--- src/rtl/core/sid_attribution_hash_table_macros.svh ---
// ----------------------------------------------------------------------------
// sid_attribution_hash_table_macros.svh
// Assertion helpers for the hash table RTL.
// ----------------------------------------------------------------------------
`ifndef SID_ATTRIBUTION_HASH_TABLE_MACROS_SVH
`define SID_ATTRIBUTION_HASH_TABLE_MACROS_SVH

// Clocked check, off while reset is asserted.
`define SIDHT_ASSERT(label, clk, rst_n, prop, msg) \
    label: assert property (@(posedge clk) disable iff (!rst_n) prop) \
        else $error(msg);

// Clocked check, also active during reset.
`define SIDHT_ASSERT_ALWAYS(label, clk, prop, msg) \
    label: assert property (@(posedge clk) prop) \
        else $error(msg);

`endif

--- src/rtl/core/sidht_pkg.sv ---
// ----------------------------------------------------------------------------
// sidht_pkg
// Types and constants for the SID attribution hash table.
// ----------------------------------------------------------------------------
package sidht_pkg;

    localparam int CapacityDef = 1024;
    localparam int KeyW        = 32;
    localparam int SubW        = 16;
    localparam int LineW       = 24;
    localparam int SeqW        = 32;
    localparam int EntryCountW = 11;
    localparam int QueueDepth  = 2;

    // key mixing
    localparam logic [KeyW-1:0] HashMul1 = 32'h7feb352d;
    localparam logic [KeyW-1:0] HashMul2 = 32'h846ca68b;
    localparam int HashSh1 = 16;
    localparam int HashSh2 = 15;
    localparam int HashSh3 = 16;

    // load limit: new keys refused once load would exceed LoadNum / LoadDen
    localparam int LoadNum = 7;
    localparam int LoadDen = 10;

    typedef enum logic [1:0] {
        CMD_INSERT = 2'd0,
        CMD_LOOKUP = 2'd1,
        CMD_CLEAR  = 2'd2
    } t_cmd;

    typedef enum logic [2:0] {
        ST_INSERTED = 3'd0,
        ST_REPLACED = 3'd1,
        ST_HIT      = 3'd2,
        ST_MISS     = 3'd3,
        ST_IGNORED  = 3'd4,
        ST_FULL     = 3'd5,
        ST_CLEARED  = 3'd6
    } t_status;

    // work class decided by the front end
    typedef enum logic [2:0] {
        CL_INSERT,
        CL_LOOKUP,
        CL_CLEAR,
        CL_MISS,
        CL_IGNORE
    } t_cls;

    typedef struct packed {
        t_cls              cls;
        logic [KeyW-1:0]   key_sid;
        logic [KeyW-1:0]   parent_rule;
        logic [SubW-1:0]   sub_idx;
        logic [LineW-1:0]  source_line;
        logic [KeyW-1:0]   hash;      // mix before the final xor-shift
    } t_job;

    typedef struct packed {
        logic valid;
        t_job job;
    } t_qlink;

    typedef struct packed {
        logic [KeyW-1:0]  parent_rule;
        logic [SubW-1:0]  sub_idx;
        logic [SeqW-1:0]  seq_no;
        logic [LineW-1:0] source_line;
    } t_rec;

endpackage

--- src/rtl/core/sidht_queue.sv ---
// ----------------------------------------------------------------------------
// sidht_queue
// Short FIFO of classified jobs between the front end and the table engine.
// ----------------------------------------------------------------------------
module sidht_queue (
    input  logic               i_clk,
    input  logic               i_rst_n,
    input  sidht_pkg::t_qlink  i_push,
    output logic               o_full,
    output sidht_pkg::t_qlink  o_head,
    input  logic               i_pop
);
    import sidht_pkg::*;

    localparam int PtrW = (QueueDepth > 1) ? $clog2(QueueDepth) : 1;
    localparam int CntW = $clog2(QueueDepth + 1);

    t_job            r_mem [QueueDepth];
    logic [PtrW-1:0] r_wp, r_rp;
    logic [CntW-1:0] r_cnt;
    logic            do_push, do_pop;

    assign o_full  = (r_cnt == CntW'(QueueDepth));
    assign do_push = i_push.valid && !o_full;
    assign do_pop  = i_pop && (r_cnt != '0);

    always_ff @(posedge i_clk) begin
        if (!i_rst_n) begin
            r_wp  <= '0;
            r_rp  <= '0;
            r_cnt <= '0;
        end else begin
            if (do_push) begin
                r_wp <= (r_wp == PtrW'(QueueDepth - 1)) ? '0 : r_wp + 1'b1;
            end
            if (do_pop) begin
                r_rp <= (r_rp == PtrW'(QueueDepth - 1)) ? '0 : r_rp + 1'b1;
            end
            case ({do_push, do_pop})
                2'b10:   r_cnt <= r_cnt + 1'b1;
                2'b01:   r_cnt <= r_cnt - 1'b1;
                default: r_cnt <= r_cnt;
            endcase
        end
        if (do_push) begin
            r_mem[r_wp] <= i_push.job;
        end
    end

    assign o_head.valid = (r_cnt != '0);
    assign o_head.job   = r_mem[r_rp];

endmodule

--- config.mk ---
export PLATFORM = sky130hd
export DESIGN_NAME = sidht_queue
export DESIGN_NICKNAME = d
export VERILOG_FILES = /design/src/rtl/core/sid_attribution_hash_table_macros.svh /design/src/rtl/core/sidht_pkg.sv /design/src/rtl/core/sidht_queue.sv
export SDC_FILE = /design/constraint.sdc
export NUM_CORES = 1
export LEC_CHECK = 0
export ABC_AREA = 1
export BUFFER_PORTS_ARGS = -buffer_cell sky130_fd_sc_hd__buf_2
export CELL_PAD_IN_SITES_DETAIL_PLACEMENT = 1
export CELL_PAD_IN_SITES_GLOBAL_PLACEMENT = 1
export CORE_ASPECT_RATIO = 0.5
export CORE_UTILIZATION = 47
export DETAILED_ROUTE_END_ITERATION = 10
export PLACE_DENSITY = 0.87
export SYNTH_ARGS = -nofsm -noshare
export SYNTH_HDL_FRONTEND = slang
export SYNTH_SLANG_ARGS = --single-unit
--- constraint.sdc ---
create_clock -name i_clk -period 18.6 [get_ports i_clk]
set_input_delay 5.58 -clock i_clk [delete_from_list [all_inputs] [get_ports i_clk]]
set_output_delay 5.58 -clock i_clk [all_outputs]
set_load 0.01 [all_outputs]
# ---- After elaboration in Yosys (flattened, before gate mapping)
# Memory sizes are Yosys's and may differ from the RTL's. A register that Yosys moved wholly into a read port is not among the register bits.
# Index checks and enable logic that the tools add are counted.
dict set report totals {
  ff_bits 4
  ramBits 278
  inputBits 143
  output_inout_bits 141
  word_cells 23
  mem_count 1
}
dict set report classes {
  n_addsub 4
  eq_ne 3
  muxes 7
  n_reduce_logical 5
}
# memory depth word_bits read_ports rd_ports_with_merged_regs write_ports line
set mem_list {}
lappend mem_list {r_mem 2 139 1 1 1 sidht_queue.sv:18} ;# t_job r_mem [QueueDepth];
# operator n
set op_table {}
lappend op_table {{$mux 1} 6}
lappend op_table {{$eq 2x2->1 const B} 2}
lappend op_table {{$pmux 2 s2} 1}
lappend op_table {{$reduce_bool 2->1} 2}
lappend op_table {{$add 1x1->1 const B} 2}
lappend op_table {{$add 2x1->2 const B} 1}
lappend op_table {{$eq 2x1->1 const B} 1}
lappend op_table {{$logic_and 1x1->1} 2}
lappend op_table {{$sub 2x1->2 const B} 1}
lappend op_table {{$logic_not 1->1} 1}

# ---- Depth between registers and ports, before layout
dict set report logic_depth {
  depth_word 5
  depth_mapped 10
  ltp_nobuf 10
}

# ---- Least setup slack after synthesis
# Ideal clock, no wire load.
dict set report synth_path {
  path_type {input to register}
  startpoint {input i_push[139] in the netlist's numbering}
  endpoint {memory r_mem[0][0] in the netlist's numbering (enable)}
  setup_ns 0.639
  t_arrival_ns 11.607
  required_ns 17.961
  path_slack_ns 6.354
  cell_stages 4
  n_path_buf 0
  path_cell_list {inv_1 > nor2_1 > inv_1 > nor2_1}
}
dict set report synth_between {
  elab_chain_cells 3
}
# item line
set synth_rtl {}
lappend synth_rtl {{start, declared} sidht_queue.sv:8} ;# input sidht_pkg::t_qlink i_push,
lappend synth_rtl {{$logic_and 1x1->1} sidht_queue.sv:24} ;# assign do_push = i_push.valid && !o_full;
lappend synth_rtl {{$mux 1} sidht_queue.sv:45} ;# if (do_push) begin
lappend synth_rtl {{$mux 1 (not written as such)} sidht_queue.sv:46} ;# r_mem[r_wp] <= i_push.job;
lappend synth_rtl {{end, declared} sidht_queue.sv:18}
# Every way passes these cells.

==> flow_summary.json <==
{
  "drive_gt1_share_pct": 59.01,
  "synth_largest_area_cell": "edfxtp_1",
  "finalSetupViolCount": 0,
  "cts.root.buffer_cell": "clkbuf_16",
  "cts_tree": "done",
  "period_minus_slack_ns": 8.670,
  "fin_skew_ns": 0.008462,
  "vias_per_cell": 5.029,
  "drc_errors": 0,
  "status": "finished clean",
  "required_ns": 13.02,
  "period_share_pct": 46.61,
  "start_util_pct": 49.03,
  "fp.dieW_um": 211.4,
  "ys_ff_latch": 283,
  "stdcell_count": 1091,
  "critPathArrivalTime_ns": 3.09,
  "setup_tns_ns": 0,
  "start_kind": "flip-flop",
  "drt-total-wl_um": 25020,
  "hpwl_um": 16300,
  "grt_pass1_wl_um": 35690,
  "vias": 5487,
  "min_path_type": "reg -> reg",
  "ant_nets": 0,
  "dieHeight_um": 106.7,
  "insertion_delay_ns": 0.52,
  "final_cell_mix": "283 x buf_2, 278 x edfxtp_1, 139 x mux2_2",
  "postSynthNetCount": 614,
  "postSynthAreaPerCell_um2": 21.93,
  "rsz0062_at_grt": "no",
  "rows": 37,
  "grt_usage_pct": 21.69,
  "grt_max_degree": 73,
  "slew_headroom_pct": 33.28,
  "crit_path_end_kind": "output pin",
  "synthCells": 470,
  "yosys.area.top_type_share_pct": 81.01,
  "io_pins": 284,
  "post-cts-setup-buffers": 0,
  "drt_iter0_markers": 258,
  "r2r_start": "r_cnt[1]",
  "p_leak_nw": 4.781,
  "min_from": "r_rp",
  "reg2reg_depth": 7,
  "htree_levels": 1,
  "gp_congestion": 0.7598,
  "wire_per_inst_um": 22.93,
  "cts.sinks": 283,
  "tightest_slew_ns": 1.001,
  "yosysSeqAreaShare_pct": 81.98,
  "post_cts_resized": 0,
  "critPathMaxFanout": 72,
  "first_global_vias": 5980,
  "peakVddDrop_mv": 0.06928,
  "path_class": "reg -> out",
  "antenna_found_initial": 10,
  "clk_pin_slew_ns": 0.07,
  "synthToLayoutAreaGrowth_pct": 24.55,
  "clock_path_buffers": 3,
  "yosys_warnings": 0,
  "ctsHoldBuffers": 0,
  "synthesis.area_mm2": 0.01030,
  "cts_made_buffers": 25,
  "p_per_area_mw_per_mm2": 126.8,
  "r2r-end": "r_mem[1][92]",
  "yosysUniqueCellTypes": 15,
  "die_area_mm2": 0.02256,
  "grt_overflow": 0,
  "r2r_slack_ns": 15.57,
  "layout_commonest_cell": "buf_2",
  "final_nets": 915,
  "min_to": "r_rp",
  "io_buffers": 283,
  "max_clock_freq_ghz": 0.1153,
  "design.core.area_mm2": 0.02102,
  "holdPathStages": 2,
  "placedCellCount": 1036,
  "maxCapViolations": 0,
  "synthTopCellsByArea": "edfxtp_1 81%, mux2_2 15%, buf_6 1.2%",
  "firstDrtPassIters": 4,
  "final-hold-violation-count": 0,
  "slew_viol_final": 0
}
==> area by class of cell <==
type                            count  area (um2)
Sequential cell                   283        8452
Fill cell                        1950        8183
Multi-Input combinational cell    165        1689
Timing Repair Buffer              289        1461
Clock buffer                       31       648.1
Tap cell                          292       365.4
Clock inverter                     13       162.7
Inverter                            7       28.78
Antenna cell                       11       27.53
==> routing by layer <==
layer	global-route usage (%)	part of all wire [%]
met2	41.75	57
met4	11.54	4.7
met5	0	0
met1	22.53	36
met3	3.954	3.2
==> state kept, by name, summed over array words and instances (netlist names), named ones only <==
| signal | flops |
|---|---|
| r_rp | 1 |
| r_mem | 278 |
| r_cnt | 2 |
| r_wp | 1 |
==> Yosys cell counts <==
cell        n
inv_1       7
mux2_2    139
a21oi_1     1
o21a_1      1
ha_1        1
nor2_1     12
nand4_1     1
dfxtp_1     5
nand3_1     1
buf_4       2
buf_2       2
buf_6      11
nand2_1     8
edfxtp_1  278
o21ai_0     1
==> through the flow <==
step / hold WS, ns / cell area (um2) / setup WS, ns / total power, mW / utilization [%]
5_1_grt: 0.5405 / 12830 / 9.773 / 1.683 / 61.07
6_report: 0.5068 / 12830 / 9.930 / 1.627 / 61.07
3_5_place_dp: 0.4818 / 12000 / 10.34 / 1.112 / 57.08
4_1_cts: 0.5092 / 12810 / 9.899 / 1.645 / 60.94
2_1_floorplan: 0.4514 / 10300 / 6.354 / 1.003 / -
3_3_place_gp: 0.4667 / 12000 / 10.40 / 1.094 / 57.08
==> where the power goes <==
part | switching (mW) | internal [mW]
sequential | 0.0328 | 0.781
clock | 0.224 | 0.302
combinational | 0.159 | 0.129
==> cells by family (layout without fill, tap and decap cells) <==
family	count (synthesis)	in the layout	synth area share, %
muxes	139	139	15.19
adders and majority gates	1	1	0.1214
other	0	11	0
DFF	283	283	81.98
AOI/OAI and AO/OA	3	3	0.1699
buffers and inverters	22	340	1.700
and+or+nand+nor	22	22	0.8378
==> worst max path at each step <==
| stage | startpoint | to | slack (ns) |
|---|---|---|---|
| 2_1_floorplan | i_push[139] | r_mem[0][0] | 6.35 |
| 3_3_place_gp | i_push[139] | r_mem[1][122] | 10.40 |
| 3_5_place_dp | i_push[139] | r_mem[1][127] | 10.34 |
| 4_1_cts | flip-flop | o_head[119] | 9.90 |
| 5_1_grt | flip-flop | o_head[112] | 9.77 |
| 6_report | flip-flop | o_head[112] | 9.93 |
==> worst max-delay path: stages, from the launching register on <==
cell and delay [ns]:
dfxtp_4 1.00, buf_4 0.86, mux2_2 0.44, buf_2 0.16
No activity file was read; power rests on OpenSTA's default activity.
