===== config.mk =====
export PLATFORM = sky130hd
export DESIGN_NAME = sidht_front
export DESIGN_NICKNAME = d
export VERILOG_FILES = /design/src/rtl/core/sid_attribution_hash_table_macros.svh /design/src/rtl/core/sidht_pkg.sv /design/src/rtl/core/sidht_front.sv
export SDC_FILE = /design/constraint.sdc
export NUM_CORES = 1
export LEC_CHECK = 0
export ABC_AREA = 1
export ABC_CLOCK_PERIOD_IN_PS = 8350
export BUFFER_PORTS_ARGS = -buffer_cell sky130_fd_sc_hd__buf_2
export CORE_ASPECT_RATIO = 1.2
export CORE_MARGIN = 2
export CORE_UTILIZATION = 36
export CTS_BUF_LIST = sky130_fd_sc_hd__clkbuf_2 sky130_fd_sc_hd__clkbuf_4 sky130_fd_sc_hd__clkbuf_8
export DETAILED_ROUTE_END_ITERATION = 10
export PLACE_DENSITY = 0.57
export SYNTH_ARGS = -nofsm -noshare
export SYNTH_HDL_FRONTEND = slang
export SYNTH_SLANG_ARGS = --single-unit

===== constraint.sdc =====
create_clock -name i_clk -period 8.35 [get_ports i_clk]
set_input_delay 0.4175 -clock i_clk [delete_from_list [all_inputs] [get_ports i_clk]]
set_output_delay 0.4175 -clock i_clk [all_outputs]
set_load 0.02 [all_outputs]

===== src/rtl/core/sid_attribution_hash_table_macros.svh =====
// ----------------------------------------------------------------------------
// sid_attribution_hash_table_macros.svh
// Assertion helpers for the hash table RTL.
// ----------------------------------------------------------------------------
`ifndef SID_ATTRIBUTION_HASH_TABLE_MACROS_SVH
`define SID_ATTRIBUTION_HASH_TABLE_MACROS_SVH

// Clocked check, off while reset is asserted.
`define SIDHT_ASSERT(label, clk, rst_n, prop, msg) \
    label: assert property (@(posedge clk) disable iff (!rst_n) prop) \
        else $error(msg);

// Clocked check, also active during reset.
`define SIDHT_ASSERT_ALWAYS(label, clk, prop, msg) \
    label: assert property (@(posedge clk) prop) \
        else $error(msg);

`endif


===== src/rtl/core/sidht_pkg.sv =====
// ----------------------------------------------------------------------------
// sidht_pkg
// Types and constants for the SID attribution hash table.
// ----------------------------------------------------------------------------
package sidht_pkg;

    localparam int CapacityDef = 1024;
    localparam int KeyW        = 32;
    localparam int SubW        = 16;
    localparam int LineW       = 24;
    localparam int SeqW        = 32;
    localparam int EntryCountW = 11;
    localparam int QueueDepth  = 2;

    // key mixing
    localparam logic [KeyW-1:0] HashMul1 = 32'h7feb352d;
    localparam logic [KeyW-1:0] HashMul2 = 32'h846ca68b;
    localparam int HashSh1 = 16;
    localparam int HashSh2 = 15;
    localparam int HashSh3 = 16;

    // load limit: new keys refused once load would exceed LoadNum / LoadDen
    localparam int LoadNum = 7;
    localparam int LoadDen = 10;

    typedef enum logic [1:0] {
        CMD_INSERT = 2'd0,
        CMD_LOOKUP = 2'd1,
        CMD_CLEAR  = 2'd2
    } t_cmd;

    typedef enum logic [2:0] {
        ST_INSERTED = 3'd0,
        ST_REPLACED = 3'd1,
        ST_HIT      = 3'd2,
        ST_MISS     = 3'd3,
        ST_IGNORED  = 3'd4,
        ST_FULL     = 3'd5,
        ST_CLEARED  = 3'd6
    } t_status;

    // work class decided by the front end
    typedef enum logic [2:0] {
        CL_INSERT,
        CL_LOOKUP,
        CL_CLEAR,
        CL_MISS,
        CL_IGNORE
    } t_cls;

    typedef struct packed {
        t_cls              cls;
        logic [KeyW-1:0]   key_sid;
        logic [KeyW-1:0]   parent_rule;
        logic [SubW-1:0]   sub_idx;
        logic [LineW-1:0]  source_line;
        logic [KeyW-1:0]   hash;      // mix before the final xor-shift
    } t_job;

    typedef struct packed {
        logic valid;
        t_job job;
    } t_qlink;

    typedef struct packed {
        logic [KeyW-1:0]  parent_rule;
        logic [SubW-1:0]  sub_idx;
        logic [SeqW-1:0]  seq_no;
        logic [LineW-1:0] source_line;
    } t_rec;

endpackage


===== src/rtl/core/sidht_front.sv =====
// ----------------------------------------------------------------------------
// sidht_front
// Accepts commands, classifies them and computes the key mix.
// ----------------------------------------------------------------------------
module sidht_front (
    input  logic                           i_clk,
    input  logic                           i_rst_n,
    input  logic                           i_hold,
    input  logic                           i_enabled,
    input  logic                           i_in_valid,
    output logic                           o_in_stall,
    input  logic [1:0]                     i_command,
    input  logic [sidht_pkg::KeyW-1:0]     i_key_sid,
    input  logic [sidht_pkg::KeyW-1:0]     i_parent_rule,
    input  logic [sidht_pkg::SubW-1:0]     i_sub_idx,
    input  logic [sidht_pkg::LineW-1:0]    i_source_line,
    input  logic                           i_q_full,
    output sidht_pkg::t_qlink              o_push
);
    import sidht_pkg::*;

    typedef enum logic [1:0] {
        S_IDLE,
        S_MUL1,
        S_MUL2,
        S_PUSH
    } t_fstate;

    t_fstate         r_state, n_state;
    t_job            r_job, n_job;
    t_cls            cls;
    logic            key_ok;
    logic            can_take;
    logic            accept;
    logic [KeyW-1:0] mix2;

    always_comb begin
        key_ok = i_enabled && (i_key_sid != '0);
        unique case (t_cmd'(i_command))
            CMD_INSERT: cls = key_ok ? CL_INSERT : CL_IGNORE;
            CMD_LOOKUP: cls = key_ok ? CL_LOOKUP : CL_MISS;
            CMD_CLEAR:  cls = CL_CLEAR;
            default:    cls = CL_IGNORE;
        endcase
    end

    assign can_take   = !i_hold && ((r_state == S_IDLE) || ((r_state == S_PUSH) && !i_q_full));
    assign accept     = i_in_valid && can_take;
    assign o_in_stall = !can_take;
    assign mix2       = r_job.hash ^ (r_job.hash >> HashSh2);

    always_comb begin
        n_state = r_state;
        n_job   = r_job;
        unique case (r_state)
            S_IDLE: begin
                if (accept) begin
                    n_state = S_MUL1;
                end
            end
            S_MUL1: begin
                n_state    = S_MUL2;
                n_job.hash = r_job.hash * HashMul1;
            end
            S_MUL2: begin
                n_state    = S_PUSH;
                n_job.hash = mix2 * HashMul2;
            end
            S_PUSH: begin
                if (!i_q_full) begin
                    n_state = accept ? S_MUL1 : S_IDLE;
                end
            end
            default: n_state = S_IDLE;
        endcase
        if (accept) begin
            n_job.cls         = cls;
            n_job.key_sid     = i_key_sid;
            n_job.parent_rule = i_parent_rule;
            n_job.sub_idx     = i_sub_idx;
            n_job.source_line = i_source_line;
            n_job.hash        = i_key_sid ^ (i_key_sid >> HashSh1);
        end
    end

    always_ff @(posedge i_clk) begin
        if (!i_rst_n) begin
            r_state <= S_IDLE;
        end else begin
            r_state <= n_state;
        end
        r_job <= n_job;
    end

    assign o_push.valid = (r_state == S_PUSH);
    assign o_push.job   = r_job;

endmodule


== Word level (Yosys, flattened, before mapping) ==
Cells that the tools add are included.

* Input bits: 112
* Register bits: 141

* Mux-type cells: 9
* Multiply operators: 2
* Reductions and logical operators: 13
* Bitwise operators: 2
* Equality and inequality tests: 7

{| class="wikitable"
|+ Operator list
! operator !! count
|-
| one-hot mux 32 bit (2 select lines) || 1
|-
| multiplier 32 x 31 -> 32 bit, second input constant || 1
|-
| multiplier 32 x 32 -> 32 bit, second input constant || 1
|-
| two-way mux 32 bit || 1
|-
| nonzero test 32 bit || 1
|-
| XOR 32 x 16 -> 32 bit || 1
|-
| XOR 32 x 17 -> 32 bit || 1
|-
| one-hot mux 3 bit (3 select lines) || 1
|-
| one-hot mux 2 bit (4 select lines) || 1
|-
| == test 2 bit, second input constant || 3
|-
| two-way mux 2 bit || 3
|-
| == test 2 x 1 -> 1 bit, second input constant || 2
|-
| logical AND 1 bit || 4
|-
| logical NOT 2 bit || 2
|-
| inequality test 2 bit, second input constant || 2
|-
| logical NOT 1 bit || 3
|-
| two-way mux 3 bit || 1
|-
| nonzero test 3 bit || 1
|-
| AND reduction 2 bit || 1
|-
| logical OR 1 bit || 1
|-
| two-way mux 1 bit || 1
|}

== Logic depth before layout (Yosys ltp) ==
* Depth after elaboration: 8
* Gate-level depth with buffers: 33
* Mapped depth without buffers: 33

== Worst setup path before layout ==
OpenSTA, ideal clock, no wires.

* Path type: flip-flop to flip-flop
* Start: register r_job (netlist bit o_push[10])
* End: register r_job (netlist bit o_push[29]), data pin
* Setup time: 0.263 ns
* Path slack: 2.030 ns
* Required time: 8.087 ns
* Buffers on the path: 0
* Cell stages (with the launch flop): 24
* Arrival: 6.056 ns
* Clock period less this slack: 6.320 ns
* Path through: edfxtp_1 > xor2_1 > ha_1 > ha_1 > fa_1 > inv_1 > fa_1 > inv_1 > fa_1 > fa_1 > fa_1 > fa_1 > ha_1 > a21oi_1 > o21ai_0 > a21oi_1 > nand3_1 > a21o_1 > nand2_1 > nand3_1 > nand3_1 > nand2_1 > nand2_1 > nand2_1

{| class="wikitable"
|+ RTL lines
! what !! RTL line !! RTL
|-
| start: declaration || sidht_front.sv:30 || <nowiki>t_job r_job, n_job;</nowiki>
|-
| start signal: assignment || sidht_front.sv:92 || <nowiki>r_job <= n_job;</nowiki>
|}

==> metrics.yaml <==
slowest_delay_ns: 0.98
rsz0062_at_grt: "no"
antenna_cells: 0
tightest_slew_ns: 1.043
status: "complete, no violations"
ys_async_sr_fraction_pct: 0
synth.net_count: 3283
path_max_fanout: 15
period_needed_ns: 7.273
critical_path.endpoint_type: "flop"
drtIter0Drc: 1318
finalWorstSetupSlack_ns: 1.077
cts_max_level: 4
ctsLongestPathBuffers: 2
slew_viol_final: 0
cts.sinks: 141
core_region_area_mm2: 0.06331
whs_path_depth: 1
gr-total-overflow: 0
dr.pass1.iters: 6
routed_wl_um: 76570
initial_utilization_pct: 36.46
crit_arrival_ns: 7.52
postLayoutCoreUtil_pct: 40.98
ys.flop_type: "edfxtp_1"
path_buf_inv: 7
ant_nets: 0
finClkSkew_ns: 0.02087
timing.fmax_mhz: 137.5
most-common-layout-cells: "inv_1 (624), nand2_1 (372), ha_1 (369)"
n_fill_cell: 6241
path_clk_slew_ns: 0.10
cts_tree: "built"
postCtsSetupRepairBufs: 0
max-slew-margin-rel_pct: 30.45
dpl.hpwl_um: 66460
startpoint_type: "flop"
critPathKind: "reg -> reg"
finalCritPeriodShare_pct: 87.10
synth_cells: 2443
yosys.cell_types.count: 50
antenna_found_initial: 2
die_height_um: 281.4
grt_pass1_wl_um: 116900
routabilityCongestion: 0.9960
drc_errors: 0
grt_pass1_vias: 19285
hold_viol: 0
synth_edf_count: 139
fin_nets: 3573
port_buffers: 252
layout_commonest_cell: "inv_1"
postCtsHoldBufs: 0
critical_path_depth: 29
ys_seq_elements: 141
synth_area_mm2: 0.02309
dp_worst_setup_slack_ns: 1.160
cp.required_ns: 8.59
cp_top_family: "adder cells"
yosys_warnings: 0
die-area_mm2: 0.06618
insertion_delay_ns: 0.47
routedWlPerCell_um: 21.45
row_count: 101
cpMostUsedCell: "inv_1"
tns_ns: 0
synthToLayoutAreaGrowth_pct: 12.38
route.vias.total: 17845
setup_viol: 0
crit_path_top_delay_cell: "edfxtp_1"
die_w_um: 235.2
root_buffer: "clkbuf_8"
grt_max_degree: 66
drive_above_1_share_pct: 13.04
syn_avg_cell_area_um2: 9.450
grt_usage_pct: 23.58
drt-vias-per-instance: 4.999
hp-class: "in -> reg"
cts_buffers: 17
cts-resized-gates: 0
ff2ff_path_depth: 29
maxCapViolCount: 0
ys_seq_area_share_pct: 18.25
ios: 253
==> through the flow <==
step	cells	instance area, um^2	hold slack, ns
after global routing	3570	25940	0.07332
after global placement	3538	25560	0.5296
final	3570	25940	0.1237
after CTS	3570	25940	0.08912
after detailed placement	3538	25560	0.5463
after floorplan	2443	23090	0.5041
==> final timing paths <==
check | from | end | slack (ns)
max | o_push[23] | o_push[31] | 1.08
min | i_parent_rule[23] | o_push[95] | 0.12
max reg2reg | o_push[23] | o_push[31] | 1.08
min reg2reg | r_state[0] | r_state[0] | 0.56
==> metal layers <==
metal	share of wire [%]	wire (um)	global-route usage (%)	up-vias
met5	0	0	0	-
met4	3.3	2548	7.530	0
met3	5.1	3922	2.555	107
met2	52	39580	43.36	612
met1	40	30520	28.87	8879
li1	-	-	-	8247
==> registers in the layout, summed over array words and instances (netlist names) <==
name / cells
o_push: 139
r_state: 2
==> cell families (layout without fill, tap and decap cells) <==
logic type	after synthesis	after routing	share of synthesized area (%)
AOI/OAI and AO/OA	219	219	5.544
and+or+nand+nor	638	638	11.58
xor gates and xnor gates	75	75	2.959
adders and majority gates	728	728	51.13
DFF	141	141	18.25
buffers and inverters	642	945	10.53
==> cell usage after synthesis (all sizes together), types with 9 or more instances <==
cell type / instances / area, um^2
fa: 359 / 7187
xor2: 44 / 392.9
a31oi: 13 / 81.33
nor3: 12 / 65.06
nand4: 24 / 150.1
inv: 629 / 2361
buf: 11 / 62.56
ha: 369 / 4617
xnor2: 31 / 290.3
nor2: 119 / 446.7
nand2: 376 / 1421
a21o: 12 / 90.09
a21oi: 83 / 415.4
edfxtp: 139 / 4174
nand3: 77 / 390.4
or2: 14 / 87.58
o21ai: 71 / 359.1
o21bai: 9 / 71.32
==> area by class of cell <==
cell class / instances / area (um^2) / area share, %
Multi-Input combinational cell: 1660 / 16450 / 63.39
Sequential cell: 141 / 4214 / 16.24
Inverter: 629 / 2364 / 9.110
Timing Repair Buffer: 284 / 1501 / 5.787
Tap cell: 824 / 1031 / 3.974
Clock buffer: 18 / 241.5 / 0.9307
Clock inverter: 14 / 147.6 / 0.5691
Power is not shown: default switching activity piles up to over one toggle a cycle in this logic, so the estimate is an artifact.
